`src/hdl/cdq_pkg.sv`:
```
package cdq_pkg;

    // Fixed field widths of the transaction payloads.
    localparam int FUNC_W  = 3;
    localparam int DATA_W  = 32;
    localparam int INDEX_W = 6;
    localparam int STAT_W  = 2;
    localparam int CNT_W   = 7;
    localparam int CAP_W   = 7;

    // Packed stream widths; the tdata widths are padded to whole bytes.
    localparam int S_TDATA_W = 40;
    localparam int S_TUSER_W = FUNC_W;
    localparam int M_TDATA_W = 48;

    // Defaults for the top-level parameters.
    localparam int DEPTH_DEFAULT     = 64;
    localparam int ITEM_BITS_DEFAULT = 32;

    // Capacity after reset.
    localparam logic [CAP_W-1:0] CAP_RESET = 7'd64;

    // Operation codes.
    localparam logic [FUNC_W-1:0] FN_PUSH_BACK  = 3'd0;
    localparam logic [FUNC_W-1:0] FN_PUSH_FRONT = 3'd1;
    localparam logic [FUNC_W-1:0] FN_POP_FRONT  = 3'd2;
    localparam logic [FUNC_W-1:0] FN_POP_BACK   = 3'd3;
    localparam logic [FUNC_W-1:0] FN_READ_FRONT = 3'd4;
    localparam logic [FUNC_W-1:0] FN_READ_BACK  = 3'd5;
    localparam logic [FUNC_W-1:0] FN_READ_AT    = 3'd6;
    localparam logic [FUNC_W-1:0] FN_CLEAR      = 3'd7;

    // Status codes.
    localparam logic [STAT_W-1:0] ST_OK    = 2'd0;
    localparam logic [STAT_W-1:0] ST_FULL  = 2'd1;
    localparam logic [STAT_W-1:0] ST_EMPTY = 2'd2;
    localparam logic [STAT_W-1:0] ST_RANGE = 2'd3;

endpackage

```
`src/hdl/circular_deque_core.sv`:
```
// Double-ended queue held in a ring memory of DEPTH entries, of which the
// first "capacity" entries are in use.
// Input channel (s_*): one transaction carries one operation. The operation
// code travels in s_tuser; the push word and the read_at index in s_tdata.
// Result channel (m_*): every operation gives exactly one result transaction
// with the read word, a status code, the item count after the operation and
// the full and empty flags.
// Configuration: a pulse on cfg_we loads the capacity from cfg_wdata and also
// empties the queue. Write it only while no result is outstanding.
// Result timing: a result appears in the cycle after its operation is
// accepted; the ring memory has a synchronous read, registered on accept.
// Throughput: one operation per cycle unless stalled. Pointers and count
// live in flip-flops and are updated in the accepting cycle; a write lands in
// memory before any later read, so back-to-back ops need no interlock.
// Stall: when m_tready is low, the result register holds its transaction and
// s_tready drops until the result is taken; nothing is lost or repeated.
// Reset (aresetn low, synchronous): the queue is empty, pointers are zero
// and the capacity is 64. Memory contents are not cleared; entries inside
// the count are always written before they are read, so no clearing pass
// is needed and the block accepts operations right after reset.
module circular_deque_core
    import cdq_pkg::*;
#(
    parameter int DEPTH     = DEPTH_DEFAULT,
    parameter int ITEM_BITS = ITEM_BITS_DEFAULT
) (
    input  logic                 aclk,
    input  logic                 aresetn,

    // Capacity register write.
    input  logic                 cfg_we,
    input  logic [CAP_W-1:0]     cfg_wdata,

    // Operation stream.
    input  logic                 s_tvalid,
    output logic                 s_tready,
    // s_tdata: push_data [31:0], index [37:32], zero [39:38]
    input  logic [S_TDATA_W-1:0] s_tdata,
    // s_tuser: func [2:0]
    input  logic [S_TUSER_W-1:0] s_tuser,

    // Result stream.
    output logic                 m_tvalid,
    input  logic                 m_tready,
    // m_tdata: read_data [31:0], status [33:32], count [40:34],
    //          is_full [41], is_empty [42], zero [47:43]
    output logic [M_TDATA_W-1:0] m_tdata
);

    // Pointer width covers the built depth; arithmetic is done one bit
    // wider than the larger of pointer and count so compares never wrap.
    localparam int PTR_W = (DEPTH > 1) ? $clog2(DEPTH) : 1;
    localparam int CW    = ((PTR_W > CNT_W) ? PTR_W : CNT_W) + 1;

    // Unpacked input fields.
    logic [FUNC_W-1:0]  in_func;
    logic [DATA_W-1:0]  in_data;
    logic [INDEX_W-1:0] in_index;

    assign in_func  = s_tuser;
    assign in_data  = s_tdata[DATA_W-1:0];
    assign in_index = s_tdata[DATA_W+INDEX_W-1:DATA_W];

    // Control state.
    logic [CAP_W-1:0] cap_reg;
    logic [PTR_W-1:0] head_reg, head_next;
    logic [PTR_W-1:0] tail_reg, tail_next;
    logic [CNT_W-1:0] count_reg, count_next;

    // Result register.
    logic              out_valid_reg;
    logic              out_is_read_reg, out_is_read_next;
    logic [STAT_W-1:0] out_status_reg, out_status_next;
    logic [CNT_W-1:0]  out_count_reg;
    logic              out_full_reg, out_full_next;
    logic              out_empty_reg;

    // Ring memory and its registered read port.
    logic [ITEM_BITS-1:0] ring_mem [DEPTH];
    logic [ITEM_BITS-1:0] rd_data_reg;

    logic                 mem_we;
    logic [PTR_W-1:0]     mem_waddr;
    logic [PTR_W-1:0]     mem_raddr;
    logic [ITEM_BITS-1:0] mem_wdata;
    logic [63:0]          push_wide;
    logic [63:0]          rd_wide;

    logic accept;

    // The result register frees up in the same cycle it is drained.
    assign s_tready = !out_valid_reg || m_tready;
    assign accept   = s_tvalid && s_tready;

    // Effective capacity: zero acts as one, anything above the depth as
    // the depth.
    logic [CW-1:0] cap_eff;
    logic [CW-1:0] cap_ext;

    assign cap_ext = CW'(cap_reg);

    always_comb begin
        if (cap_reg == '0) begin
            cap_eff = CW'(1);
        end else if (cap_ext > CW'(DEPTH)) begin
            cap_eff = CW'(DEPTH);
        end else begin
            cap_eff = cap_ext;
        end
    end

    // Ring neighbors of head and tail, and the read_at position. An upward wrap
    // is one compare and subtract of the capacity; below zero wraps to cap-1.
    logic [CW-1:0] head_ext, tail_ext, count_ext;
    logic [CW-1:0] head_inc, head_dec, tail_inc, tail_dec, at_pos;
    logic [CW-1:0] head_plus1, tail_plus1, head_plus_idx;

    assign head_ext      = CW'(head_reg);
    assign tail_ext      = CW'(tail_reg);
    assign count_ext     = CW'(count_reg);
    assign head_plus1    = head_ext + CW'(1);
    assign tail_plus1    = tail_ext + CW'(1);
    assign head_plus_idx = head_ext + CW'(in_index);

    assign head_inc = (head_plus1 >= cap_eff) ? (head_plus1 - cap_eff) : head_plus1;
    assign tail_inc = (tail_plus1 >= cap_eff) ? (tail_plus1 - cap_eff) : tail_plus1;
    assign head_dec = (head_reg == '0) ? (cap_eff - CW'(1)) : (head_ext - CW'(1));
    assign tail_dec = (tail_reg == '0) ? (cap_eff - CW'(1)) : (tail_ext - CW'(1));
    assign at_pos   = (head_plus_idx >= cap_eff) ? (head_plus_idx - cap_eff)
                                                 : head_plus_idx;

    logic q_full, q_empty;

    assign q_full  = (count_ext >= cap_eff);
    assign q_empty = (count_reg == '0);

    // Stored words keep the low ITEM_BITS of the push word.
    assign push_wide = 64'(in_data);
    assign mem_wdata = push_wide[ITEM_BITS-1:0];

    // Operation decode: next pointers, memory access and result fields.
    always_comb begin
        head_next        = head_reg;
        tail_next        = tail_reg;
        count_next       = count_reg;
        mem_we           = 1'b0;
        mem_waddr        = tail_reg;
        mem_raddr        = head_reg;
        out_status_next  = ST_OK;
        out_is_read_next = 1'b0;

        case (in_func)
            FN_PUSH_BACK: begin
                if (q_full) begin
                    out_status_next = ST_FULL;
                end else begin
                    mem_we     = 1'b1;
                    mem_waddr  = tail_reg;
                    tail_next  = tail_inc[PTR_W-1:0];
                    count_next = count_reg + CNT_W'(1);
                end
            end
            FN_PUSH_FRONT: begin
                if (q_full) begin
                    out_status_next = ST_FULL;
                end else begin
                    mem_we     = 1'b1;
                    mem_waddr  = head_dec[PTR_W-1:0];
                    head_next  = head_dec[PTR_W-1:0];
                    count_next = count_reg + CNT_W'(1);
                end
            end
            FN_POP_FRONT: begin
                if (q_empty) begin
                    out_status_next = ST_EMPTY;
                end else begin
                    head_next  = head_inc[PTR_W-1:0];
                    count_next = count_reg - CNT_W'(1);
                end
            end
            FN_POP_BACK: begin
                if (q_empty) begin
                    out_status_next = ST_EMPTY;
                end else begin
                    tail_next  = tail_dec[PTR_W-1:0];
                    count_next = count_reg - CNT_W'(1);
                end
            end
            FN_READ_FRONT: begin
                if (q_empty) begin
                    out_status_next = ST_EMPTY;
                end else begin
                    mem_raddr        = head_reg;
                    out_is_read_next = 1'b1;
                end
            end
            FN_READ_BACK: begin
                if (q_empty) begin
                    out_status_next = ST_EMPTY;
                end else begin
                    mem_raddr        = tail_dec[PTR_W-1:0];
                    out_is_read_next = 1'b1;
                end
            end
            FN_READ_AT: begin
                if (q_empty) begin
                    out_status_next = ST_EMPTY;
                end else if (CNT_W'(in_index) >= count_reg) begin
                    out_status_next = ST_RANGE;
                end else begin
                    mem_raddr        = at_pos[PTR_W-1:0];
                    out_is_read_next = 1'b1;
                end
            end
            FN_CLEAR: begin
                head_next  = '0;
                tail_next  = '0;
                count_next = '0;
            end
            default: begin
                head_next = head_reg;
            end
        endcase

        out_full_next = (CW'(count_next) == cap_eff);
    end

    // Ring memory: one write port and one registered read port. The read
    // register only moves on an accepted operation so it holds during a
    // stall of the result channel.
    always_ff @(posedge aclk) begin
        if (accept && mem_we) begin
            ring_mem[mem_waddr] <= mem_wdata;
        end
    end

    always_ff @(posedge aclk) begin
        if (accept) begin
            rd_data_reg <= ring_mem[mem_raddr];
        end
    end

    // Control state and the result register.
    always_ff @(posedge aclk) begin
        if (!aresetn) begin
            cap_reg       <= CAP_RESET;
            head_reg      <= '0;
            tail_reg      <= '0;
            count_reg     <= '0;
            out_valid_reg <= 1'b0;
        end else begin
            if (cfg_we) begin
                // A capacity write also empties the queue.
                cap_reg   <= cfg_wdata;
                head_reg  <= '0;
                tail_reg  <= '0;
                count_reg <= '0;
            end else if (accept) begin
                head_reg  <= head_next;
                tail_reg  <= tail_next;
                count_reg <= count_next;
            end

            if (accept) begin
                out_valid_reg <= 1'b1;
            end else if (m_tready) begin
                out_valid_reg <= 1'b0;
            end
        end
    end

    always_ff @(posedge aclk) begin
        if (accept) begin
            out_is_read_reg <= out_is_read_next;
            out_status_reg  <= out_status_next;
            out_count_reg   <= count_next;
            out_full_reg    <= out_full_next;
            out_empty_reg   <= (count_next == '0);
        end
    end

    // Read data is zero for everything but a successful read.
    assign rd_wide = out_is_read_reg ? 64'(rd_data_reg) : 64'd0;

    assign m_tvalid = out_valid_reg;
    assign m_tdata  = {5'd0, out_empty_reg, out_full_reg, out_count_reg,
                       out_status_reg, rd_wide[DATA_W-1:0]};

endmodule
```
`config.mk`:
```
export PLATFORM = sky130hd
export DESIGN_NAME = circular_deque_core
export DESIGN_NICKNAME = d
export VERILOG_FILES = /design/src/hdl/cdq_pkg.sv /design/src/hdl/circular_deque_core.sv
export SDC_FILE = /design/constraint.sdc
export NUM_CORES = 2
export LEC_CHECK = 0
export BUFFER_PORTS_ARGS = -buffer_cell sky130_fd_sc_hd__buf_2
export CORE_ASPECT_RATIO = 0.7
export CORE_MARGIN = 4
export CORE_UTILIZATION = 30
export DETAILED_ROUTE_END_ITERATION = 10
export PLACE_DENSITY_LB_ADDON = 0.08
export SETUP_SLACK_MARGIN = 0.2
export SLEW_MARGIN = 15
export SYNTH_ARGS = -nofsm -noshare
export SYNTH_HDL_FRONTEND = slang
export SYNTH_SLANG_ARGS = --single-unit
```
`constraint.sdc`:
```
create_clock -name aclk -period 6.63 [get_ports aclk]
set_clock_uncertainty 0.15 [all_clocks]
set_input_delay 0.3315 -clock aclk [delete_from_list [all_inputs] [get_ports aclk]]
set_output_delay 0.3315 -clock aclk [all_outputs]
set_load 0.01 [all_outputs]
```
==> flow_metrics.tcl <==
set metrics [dict create \
    utilization_pct 36.0 \
    drt-pass1-iter-count 6 \
    dieWidth_um 645 \
    post_cts_buffers 0 \
    cts_buffer_depth 4 \
    slowest_stage "or4b_2" \
    grt_max_degree 67 \
    use_met2_pct 27.8 \
    status "complete, no violations" \
    setup_tns_ns 0 \
    synth_cell_type_count 85 \
    dieArea_mm2 0.293 \
    cp_common_cell "buf_4" \
    grt_pass1_wl_um 396000 \
    hpwl_um 170000 \
    rr_worst_depth 21 \
    synthTopCellsByCount "edfxtp_1, nand2_1, mux2i_1, a21oi_1, o22ai_1" \
    combinationalPowerShare_pct 8.1 \
    fin_crit_ns 6.12 \
    synth_edf_count 2092 \
    synthTopCellsByArea "edfxtp_1, mux2i_1, nand2_1" \
    setup_viol 0 \
    hold_viol_final 0 \
    synth_cells 5600 \
    worstSetupPathType "flip-flop to flip-flop" \
    cts_sinks 2119 \
    grt.met3_usage_pct 3.30 \
    cpPeakStageDelay_ns 0.63 \
    drc 0 \
    start_util_pct 30.2 \
    place_area_mm2 0.0944 \
    nNetsFinal 6178 \
    internal_power_mw 22.1 \
    power.share.clock_pct 40.5 \
    coreArea_mm2 0.282 \
    use_met1_pct 29.2 \
    num_vias 51100 \
    drv_slew 0 \
    largest_register_ffs 2048 \
    critPathTopFamily "compound AO/OA/AOI/OAI gates" \
    yosysWarnings 0 \
    rsz0062_at_grt "yes" \
    syn2layout_area_growth_pct 19.1 \
    busiest_layer "met1" \
    fmax_ghz 0.163 \
    slew_headroom_pct 18.9 \
    clk_pin_slew_worst_paths_ns 0.06 \
    pin_count 105 \
    hold_depth 2 \
    hold_slack_ns 0.0238 \
    num_rows 163 \
    cts_tree "built" \
    synth.largest_area_cell "edfxtp_1" \
    htreeDepth 4 \
    drive_above_1_share_pct 16.2 \
    pwr_density_cell_mw_per_mm2 285 \
    ys_async_sr_fraction_pct 0 \
    synth_top_area_share_pct 73.7 \
    ant_nets 0 \
    syn-cell-area_mm2 0.0853 \
    seq_area_frac_synth_pct 74.3 \
    portBuffers 97 \
    crit_chain "ha_1 -> o21ai_0 -> or4b_2 -> o2111ai_1 -> ha_1 -> a21o_1 -> a221oi_2 -> nand2_1 -> mux2i_1 -> a221o_4 -> buf_4 -> nand2_8 -> buf_12 -> buf_12 -> buf_4 -> a21oi_1 -> nor4_2 -> buf_4 -> nor3_1 -> buf_4 -> o211a_1" \
    totalWireLength_um 286000 \
    grt-ovfl-total 0 \
    nFillCells 27000 \
    reg2reg_from "head_reg[2]$_SDFFE_PP0P_" \
    synth_seq_cells 2119 \
    crit_buf_inv 6 \
    cts_buffers 220 \
    worstHoldEndpoint "ring_mem[50][27]$_DFFE_PP_" \
    critPathLaunchType "flip-flop" \
    synthFlopType "edfxtp_1" \
    cts_root_buf "clkbuf_16" \
    drtIter0Drc 4437 \
    fin_area_mm2 0.102 \
    reg2reg_setup_slack_ns 0.51 \
    synth_most_common_cell "edfxtp_1" \
    cp-end-kind "flip-flop" \
    dpl_worst_slack_ns 0.216 \
    p_leak_nw 35.7 \
    hp-class "input pin to flip-flop" \
    insertion_delay_ns 0.87 \
    timing.rr.end "rd_data_reg[7]$_DFFE_PP_" \
    ir_drop_mv 0.192 \
    fin_ws_ns 0.507 \
    finalCritPeriodShare_pct 92.4 \
    p_sw_mw 6.82 \
    track_usage_pct 19.0 \
    cp.arrival_ns 6.62 \
    vias_per_cell 5.09 \
    place_congestion 0.795 \
    required_ns 7.13 \
    drv_cap 0 \
    p_seq_share_pct 51.3 \
    min_from "s_tdata[27]" \
    grt_pass1_vias 49100 \
    crit_cells 21 \
    p_sw_share_pct 23.6 \
    die_h_um 454 \
    wire_per_inst_um 28.5 \
    syn_avg_cell_area_um2 15.2 \
    worstPathMaxFanout 17 \
    tightest_slew_ns 1.21 \
    antenna_found_initial 13 \
]
==> cell type report <==
type | count | area [µm²] | area share [%]
repair buffers | 584 | 5990 | 5.90
clock inverters | 112 | 772 | 0.760
diodes | 3 | 7.51 | 0.00739
well taps | 3795 | 4750 | 4.68
clock buffers | 276 | 5760 | 5.67
inverters | 39 | 148 | 0.145
multi-input cells | 3103 | 20700 | 20.4
flip-flops and latches | 2119 | 63400 | 62.4
==> cells in the final DEF (no fill, tap or decap), types with 33 or more instances in the layout <==
master	count
mux4_2	42
o221ai_1	42
dlygate4sd3_1	51
buf_12	137
mux2_2	56
nor3_1	36
nor2_1	78
a32oi_1	33
and2_1	40
nor2_4	69
clkbuf_1	54
buf_2	93
edfxtp_1	2092
mux2i_1	462
o22ai_1	168
a21oi_1	409
clkinv_1	65
inv_1	38
a31oi_1	40
clkbuf_16	222
nor4_1	95
ha_1	52
buf_4	303
nand2_1	901
o21ai_0	70
nand3_1	89
==> power groups by stage <==
stage	Combinational, mW	Sequential, mW	Clock, mW
2_1_floorplan	1.15	15.1	0
3_3_place_gp	2.33	15.1	0
3_5_place_dp	2.34	15.1	0
4_1_cts	2.37	14.8	12.1
5_1_grt	2.52	14.8	12.7
6_report	2.34	14.8	11.7
==> cells by family after synthesis <==
| group | count (synthesis) | synth area share (%) |
|---|---|---|
| buffers and inverters | 382 | 2.16 |
| AOI/OAI and AO/OA | 1009 | 7.66 |
| and+or+nand+nor | 1438 | 7.37 |
| muxes | 562 | 7.31 |
| xor gates and xnor gates | 33 | 0.339 |
| other | 1 | 0.00440 |
| adders and majority gates | 56 | 0.857 |
| DFF | 2119 | 74.3 |
==> per-stage QoR <==
step,instances,total power [mW]
after floorplan,5604,16.2
after global placement,9588,17.5
after detailed placement,9588,17.5
after CTS,10000,29.3
after global routing,10000,30.0
final,10000,28.9
==> how the worst max path moves through the flow <==
stage,startpoint,to,slack (ns)
6_report,head_reg[2]$_SDFFE_PP0P_,rd_data_reg[7]$_DFFE_PP_,0.51
5_1_grt,head_reg[2]$_SDFFE_PP0P_,rd_data_reg[24]$_DFFE_PP_,0.16
4_1_cts,head_reg[2]$_SDFFE_PP0P_,rd_data_reg[13]$_DFFE_PP_,0.34
3_5_place_dp,s_tdata[35],rd_data_reg[7]$_DFFE_PP_,0.22
3_3_place_gp,s_tdata[35],rd_data_reg[21]$_DFFE_PP_,0.20
2_1_floorplan,cap_reg[6]$_SDFFE_PN1P_,ring_mem[51][0]$_DFFE_PP_,1.29
==> worst register-to-register path, stage by stage (launching register included) <==
cell and delay (ns):
dfxtp_1 0.31, ha_1 0.35, o21ai_0 0.13, or4b_2 0.63, o2111ai_1 0.17, ha_1 0.37, a21o_1 0.24, a221oi_2 0.37
nand2_1 0.21, mux2i_1 0.25, a221o_4 0.54, buf_4 0.24, nand2_8 0.20, buf_12 0.24, buf_12 0.24, buf_4 0.22
a21oi_1 0.07, nor4_2 0.37, buf_4 0.18, nor3_1 0.05, buf_4 0.18, o211a_1 0.20
==> layer usage <==
metal	vias to the layer above	share of wire, %
li1	22700	-
met1	26700	50
met5	-	0.0031
met3	312	5.4
met4	2	2.3
met2	1347	43
==> what timing repair did <==
action                                 4_1_cts  5_1_grt
gates resized for setup                      0        5
endpoints found under the hold margin      770      320
setup endpoints to repair                    0        6
hold buffers                                46        5
No activity file was read; power rests on OpenSTA's default activity.
